## config.mk

```make
export PLATFORM = sky130hd
export DESIGN_NAME = utf8_stream_decoder
export DESIGN_NICKNAME = d
export VERILOG_FILES = /design/src/utf8d_pkg.sv /design/src/utf8_stream_decoder.sv /design/src/utf8d_step.sv
export SDC_FILE = /design/constraint.sdc
export NUM_CORES = 1
export LEC_CHECK = 0
export ABC_AREA = 1
export BUFFER_PORTS_ARGS = -buffer_cell sky130_fd_sc_hd__buf_2
export CORE_ASPECT_RATIO = 0.7
export CORE_MARGIN = 4
export CORE_UTILIZATION = 55
export CTS_CLUSTER_SIZE = 24
export DETAILED_ROUTE_END_ITERATION = 6
export PLACE_DENSITY = 0.77
export SETUP_SLACK_MARGIN = 0.3
export SYNTH_ARGS = -nofsm -noshare
export SYNTH_HDL_FRONTEND = slang
export SYNTH_SLANG_ARGS = --single-unit
```

## constraint.sdc

```tcl
create_clock -name clk -period 7.17 [get_ports clk]
set_clock_uncertainty 0.2 [all_clocks]
set_input_delay 0.717 -clock clk [delete_from_list [all_inputs] [get_ports clk]]
set_output_delay 0.717 -clock clk [all_outputs]
set_load 0.01 [all_outputs]
```

## src/utf8d_pkg.sv

```systemverilog
`default_nettype none
package utf8d_pkg;

	localparam int ByteW = 8;
	localparam int CpW   = 21;
	localparam int OwedW = 2;

	// lead byte patterns: mask and match
	localparam logic [ByteW-1:0] AsciiMask = 8'h80;
	localparam logic [ByteW-1:0] Lead2Mask = 8'hE0;
	localparam logic [ByteW-1:0] Lead2Code = 8'hC0;
	localparam logic [ByteW-1:0] Lead3Mask = 8'hF0;
	localparam logic [ByteW-1:0] Lead3Code = 8'hE0;
	localparam logic [ByteW-1:0] Lead4Mask = 8'hF8;
	localparam logic [ByteW-1:0] Lead4Code = 8'hF0;

	// bytes still owed after each lead form
	localparam logic [OwedW-1:0] OwedNone  = 2'd0;
	localparam logic [OwedW-1:0] OwedOne   = 2'd1;
	localparam logic [OwedW-1:0] OwedTwo   = 2'd2;
	localparam logic [OwedW-1:0] OwedThree = 2'd3;

	// characters that get flagged
	localparam logic [CpW-1:0] CpSpace = 21'h20;
	localparam logic [CpW-1:0] CpTab   = 21'h09;
	localparam logic [CpW-1:0] CpLf    = 21'h0A;
	localparam logic [CpW-1:0] CpCr    = 21'h0D;
	localparam logic [CpW-1:0] CpHyph  = 21'h2D;
	localparam logic [CpW-1:0] CpSlash = 21'h2F;
	localparam logic [CpW-1:0] CpBslsh = 21'h5C;

	typedef struct packed {
		logic [CpW-1:0] code_point;
		logic           is_space;
		logic           is_break;
		logic           bad_lead;
		logic           cut_short;
	} result_t;

endpackage
`default_nettype wire

```

## src/utf8_stream_decoder.sv

```systemverilog
// utf8 stream decoder: one byte per request in, one code point per request out
// input channel: in_valid / in_stall carry text_byte and end_of_text, where
//   end_of_text marks the final byte of a string
// output channel: out_valid / out_stall carry code_point with is_space,
//   is_break, bad_lead and cut_short flags
// a result appears for an ascii byte, a bad lead byte, the last byte of a
//   multi-byte sequence, or any byte marked end_of_text; other bytes only
//   update the partial code point
// path: an accepted byte goes into the input register, then decode writes
//   its result, if any, into the result register, which drives out_valid
// throughput: one byte per cycle while in_stall is low; decode is a single
//   pass of mask and shift logic between the input and result registers
// stall: out_stall holds a full result register; a full input register then
//   holds and in_stall rises in the same cycle, so nothing is dropped
// reset: arst_n clears both valids, the partial code point and the owed count
`default_nettype none
module utf8_stream_decoder (
	input  wire logic                        clk,
	input  wire logic                        arst_n,
	input  wire logic                        in_valid,
	output logic                             in_stall,
	input  wire logic [utf8d_pkg::ByteW-1:0] text_byte,
	input  wire logic                        end_of_text,
	output logic                             out_valid,
	input  wire logic                        out_stall,
	output logic      [utf8d_pkg::CpW-1:0]   code_point,
	output logic                             is_space,
	output logic                             is_break,
	output logic                             bad_lead,
	output logic                             cut_short
);

	// input register
	logic                        valid_s1;
	logic [utf8d_pkg::ByteW-1:0] byte_s1;
	logic                        eot_s1;

	// decode state
	logic [utf8d_pkg::CpW-1:0]   partial_q;
	logic [utf8d_pkg::OwedW-1:0] owed_q;

	// result register
	logic                        valid_s2;
	utf8d_pkg::result_t          result_s2;

	logic [utf8d_pkg::CpW-1:0]   partial_nxt;
	logic [utf8d_pkg::OwedW-1:0] owed_nxt;
	logic                        emit;
	utf8d_pkg::result_t          result;
	logic                        s2_free;
	logic                        s1_go;

	// result register can take a new value when empty or being drained
	assign s2_free  = !valid_s2 || !out_stall;
	assign s1_go    = valid_s1 && s2_free;
	// input register takes a byte when empty or moving on
	assign in_stall = valid_s1 && !s2_free;

	utf8d_step u_step (
		.text_byte   (byte_s1),
		.end_of_text (eot_s1),
		.partial     (partial_q),
		.owed        (owed_q),
		.partial_nxt (partial_nxt),
		.owed_nxt    (owed_nxt),
		.emit        (emit),
		.result      (result)
	);

	always_ff @(posedge clk or negedge arst_n) begin
		if (!arst_n) begin
			valid_s1 <= 1'b0;
		end else if (!in_stall) begin
			valid_s1 <= in_valid;
		end
	end

	always_ff @(posedge clk) begin
		if (in_valid && !in_stall) begin
			byte_s1 <= text_byte;
			eot_s1  <= end_of_text;
		end
	end

	// state only moves when the byte in the input register is consumed
	always_ff @(posedge clk or negedge arst_n) begin
		if (!arst_n) begin
			partial_q <= '0;
			owed_q    <= utf8d_pkg::OwedNone;
		end else if (s1_go) begin
			partial_q <= partial_nxt;
			owed_q    <= owed_nxt;
		end
	end

	always_ff @(posedge clk or negedge arst_n) begin
		if (!arst_n) begin
			valid_s2 <= 1'b0;
		end else if (s2_free) begin
			valid_s2 <= s1_go && emit;
		end
	end

	always_ff @(posedge clk) begin
		if (s1_go && emit) begin
			result_s2 <= result;
		end
	end

	assign out_valid  = valid_s2;
	assign code_point = result_s2.code_point;
	assign is_space   = result_s2.is_space;
	assign is_break   = result_s2.is_break;
	assign bad_lead   = result_s2.bad_lead;
	assign cut_short  = result_s2.cut_short;

endmodule
`default_nettype wire

```

## src/utf8d_step.sv

```systemverilog
`default_nettype none
// one byte of decode: next state and an optional result
module utf8d_step (
	input  wire logic [utf8d_pkg::ByteW-1:0] text_byte,
	input  wire logic                        end_of_text,
	input  wire logic [utf8d_pkg::CpW-1:0]   partial,
	input  wire logic [utf8d_pkg::OwedW-1:0] owed,
	output logic      [utf8d_pkg::CpW-1:0]   partial_nxt,
	output logic      [utf8d_pkg::OwedW-1:0] owed_nxt,
	output logic                             emit,
	output utf8d_pkg::result_t               result
);

	logic [utf8d_pkg::CpW-1:0] cp;
	logic [utf8d_pkg::CpW-1:0] cont_bits;
	logic                      bad;
	logic                      cut;
	logic                      sp;

	always_comb begin
		partial_nxt = partial;
		owed_nxt    = owed;
		emit        = 1'b0;
		cp          = '0;
		bad         = 1'b0;
		cut         = 1'b0;
		cont_bits   = {15'b0, text_byte[5:0]};
		if (owed == utf8d_pkg::OwedNone) begin
			if ((text_byte & utf8d_pkg::AsciiMask) == '0) begin
				emit = 1'b1;
				cp   = {13'b0, text_byte};
			end else if ((text_byte & utf8d_pkg::Lead2Mask) == utf8d_pkg::Lead2Code) begin
				partial_nxt = {10'b0, text_byte[4:0], 6'b0};
				owed_nxt    = utf8d_pkg::OwedOne;
			end else if ((text_byte & utf8d_pkg::Lead3Mask) == utf8d_pkg::Lead3Code) begin
				partial_nxt = {5'b0, text_byte[3:0], 12'b0};
				owed_nxt    = utf8d_pkg::OwedTwo;
			end else if ((text_byte & utf8d_pkg::Lead4Mask) == utf8d_pkg::Lead4Code) begin
				partial_nxt = {text_byte[2:0], 18'b0};
				owed_nxt    = utf8d_pkg::OwedThree;
			end else begin
				emit = 1'b1;
				bad  = 1'b1;
			end
			// multi-byte lead on the last byte: flush what we have
			if (!emit && end_of_text) begin
				emit        = 1'b1;
				cut         = 1'b1;
				cp          = partial_nxt;
				partial_nxt = '0;
				owed_nxt    = utf8d_pkg::OwedNone;
			end
		end else begin
			// continuation bits land at 6 * (owed - 1)
			unique case (owed)
				utf8d_pkg::OwedTwo:   cp = partial | (cont_bits << 6);
				utf8d_pkg::OwedThree: cp = partial | (cont_bits << 12);
				default:              cp = partial | cont_bits;
			endcase
			owed_nxt    = owed - 2'd1;
			partial_nxt = cp;
			if (owed_nxt == utf8d_pkg::OwedNone) begin
				emit        = 1'b1;
				partial_nxt = '0;
			end else if (end_of_text) begin
				emit        = 1'b1;
				cut         = 1'b1;
				partial_nxt = '0;
				owed_nxt    = utf8d_pkg::OwedNone;
			end
		end
	end

	assign sp = (cp == utf8d_pkg::CpSpace) || (cp == utf8d_pkg::CpTab) ||
		(cp == utf8d_pkg::CpLf) || (cp == utf8d_pkg::CpCr);

	assign result.code_point = cp;
	assign result.is_space   = sp;
	assign result.is_break   = sp || (cp == utf8d_pkg::CpHyph) ||
		(cp == utf8d_pkg::CpSlash) || (cp == utf8d_pkg::CpBslsh);
	assign result.bad_lead   = bad;
	assign result.cut_short  = cut;

endmodule
`default_nettype wire
```

==> results by group <==
Setup path
  – Critical Path Start Type: register
  – CP max FO: 25
  – Critical Path End Type: register
  – Critical path arrival: between 3 and 4 ns
  – CP required: between 6 and 7 ns
  – Worst setup path class: register to register

Final layout
  – Most frequent cells in the layout: nand2_1, inv_1, buf_2
  – Diode count: 0
  – Area delta synth->final: 15.04%
  – Fillers: 450
  – Design area: 0.003416 sq mm
  – Sequential cell area: 0.001647 sq mm
  – Area of the multi-input gates: 0.001087 sq mm
  – Fin util: approximately 65%
  – Most common cell after layout, fill and taps aside: nand2_1
  – Layout cells sized above 1: around a fifth
  – # nets final: just under 400

Floorplan
  – Row count: 22
  – Die width: 95.82 um
  – Die Y: about 70 um
  – Boundary Pins: 40
  – Starting density of the core: 56.77%
  – Core area: between 0.005 and 0.006 sq mm
  – Die ar.: approximately 0.0067 sq mm

Route
  – DR vias: 2431
  – Routed WL: 6.917 mm
  – DRC viols: 0
  – Starting DRT DRC Count: 384
  – Pre-antenna DRT Iters: 5
  – Antenna viol nets, final: 0
  – Post-DR wirelength/cell: roughly 15 um
  – Vias per cell: 5.402

Placed design
  – Placed Instance Area: 0.003199 sq mm
  – Port Buffer Count: 39
  – Gpl congestion: around 0.9
  – DP HPWL: just under 5 mm

Synthesis
  – Mean Syn Cell Area: approximately 9 sq um
  – Synthesized area: 0.002969 sq mm
  – Synth Register Bits: 59
  – Synth warnings: 0
  – Cells after synthesis: around 330
  – Register area share after synthesis: about 55%
  – Count of different cell masters after synthesis: 32
  – Syn nets: between 300 and 400

Run
  – Max cap viols: 0

Power
  – Power share of the clock group: 22.5%
  – PD cells: approximately 430 mW/mm^2
  – Register share of total power: a little under two fifths
  – Switching pwr: between 500 and 600 uW
  – Switching power share of the total: between 30% and 40%
  – Internal: 885.0 uW
  – VDD IR max: ~0.21 mV
  – Logic gate share of total power: roughly two fifths
  – LEAKAGE: about 1.6 nW

STA
  – Fin. max-slew vios: 0
  – Final TNS setup: 0 ns
  – Final setup viols: 0
  – Fmax: roughly 300 MHz
  – Crit path time final: 3.343 ns
  – Actual slew at the worst max-slew pin: 1.217 ns
  – Fin. Hold Viols: 0
  – Rel. slew slack: a little under a fifth
  – Fin Hold WS: 0.1660 ns
  – Period utilisation layout: between 40% and 50%
  – RSZ-0062 raised after global routing: false

Status
  – Outcome: finished clean

Clock tree
  – Max clock buf depth: 2
  – Sink Count: approximately 60
  – Clock Latency Late Sink: 0.35 ns
  – Hold Buf Count CTS: 0
  – Post-CTS Setup Bufs: 0
  – H-Tree Depth: 3
  – Post-cts sizing count: 0
  – Clock root buffer: clkbuf_8
  – TritonCTS Buffers: 9
  – CTS clk-pin slew, worst paths: ~0.07 ns
  – CTS tree: yes

Min path
  – Hold crit path type: input port to asynchronous set/reset pin

Global routing
  – Initial antenna violation count: 0
  – First-pass GRT wire length: ~11 mm
  – Maximum number of pins on one net before global-route repair: 26
  – Overall Global Routing Usage: around 23%
  – Total grt overflow: 0
  – Vias in the first global route: 2217
==> per-stage QoR <==
stage | instances | setup WS (ns) | power (mW)
CTS | 450 | 3.812 | 1.473
floorplan | 333 | 3.918 | 0.9614
detailed placement | 434 | 3.551 | 1.137
finish | 450 | 3.827 | 1.474
global placement | 434 | 3.631 | 1.128
global route | 450 | 3.621 | 1.581
==> metal layers <==
metal | GRT usage (%) | wire length [um] | vias up
met5 | 0 | 0 | -
met4 | 10.25 | 179 | 0
met3 | 7.050 | 716 | 22
met2 | 29.35 | 2872 | 130
met1 | 35.44 | 3148 | 1098
li1 | - | - | 1181
==> power by group through the flow <==
stage | registers (mW) | clock network, mW | logic [mW]
after floorplan | 0.568 | 0 | 0.393
after global placement | 0.542 | 0 | 0.585
after detailed placement | 0.545 | 0 | 0.591
after CTS | 0.539 | 0.338 | 0.596
after global routing | 0.551 | 0.358 | 0.672
final | 0.540 | 0.332 | 0.602
==> worst max-delay path: stages, from the launching register on <==
cell	delay [ns]
dfrtp_1	0.41
inv_1	0.13
ha_1	0.70
nor3_1	0.17
nor2_1	0.26
inv_1	0.13
nor2_2	0.95
==> kinds of logic after synthesis <==
group	Yosys count	synth area share (%)
simple gates	145	19.97
flops	59	55.46
buf+inv	58	8.006
fa+ha+maj	4	1.686
compound gates	67	14.88
==> cell type report <==
type                    instances  area share (%)
multi-input cells             216           31.83
clock inverters                 6           2.308
repair buffers                 39           5.714
inverters                      48           5.275
clock buffers                  10           4.029
flip-flops and latches         59           48.21
well taps                      72           2.637
==> path summary, 6_finish.rpt <==
check,from,to,slack (ns),cells past startpoint
setup reg to reg,owed_q[0],code_point[4],3.83,6
hold / removal,arst_n,partial_q[1],0.17,1
max in group asynchronous,arst_n,partial_q[17],6.22,1
hold reg to reg,partial_q[16],partial_q[16],0.31,2
setup / recovery,owed_q[0],code_point[4],3.83,6
min in group clk,partial_q[16],partial_q[16],0.31,2
==> cell usage after synthesis (all sizes together) <==
| library cell | n | share of area, % |
|---|---|---|
| a21boi | 6 | 1.5 |
| a21o | 1 | 0.25 |
| a21oi | 25 | 5.2 |
| a22oi | 1 | 0.25 |
| a31oi | 1 | 0.21 |
| a32o | 1 | 0.34 |
| buf | 6 | 1.4 |
| clkbuf | 4 | 0.51 |
| dfrtp | 25 | 21 |
| edfxtp | 34 | 34 |
| ha | 4 | 1.7 |
| inv | 48 | 6.1 |
| nand2 | 87 | 11 |
| nand3 | 10 | 1.7 |
| nand4 | 3 | 0.63 |
| nor2 | 39 | 5.2 |
| nor3 | 5 | 0.84 |
| o211ai | 1 | 0.25 |
| o21ai | 22 | 4.3 |
| o221ai | 7 | 2.1 |
| o22ai | 2 | 0.42 |
| or2 | 1 | 0.21 |
==> flip-flops by register name (all words and copies together) (netlist names) <==
name        count
is_space        1
byte_s1         8
valid_s1        1
bad_lead        1
code_point     21
owed_q          2
cut_short       1
out_valid       1
eot_s1          1
is_break        1
partial_q      21
Power figures use the tool's default switching activity.
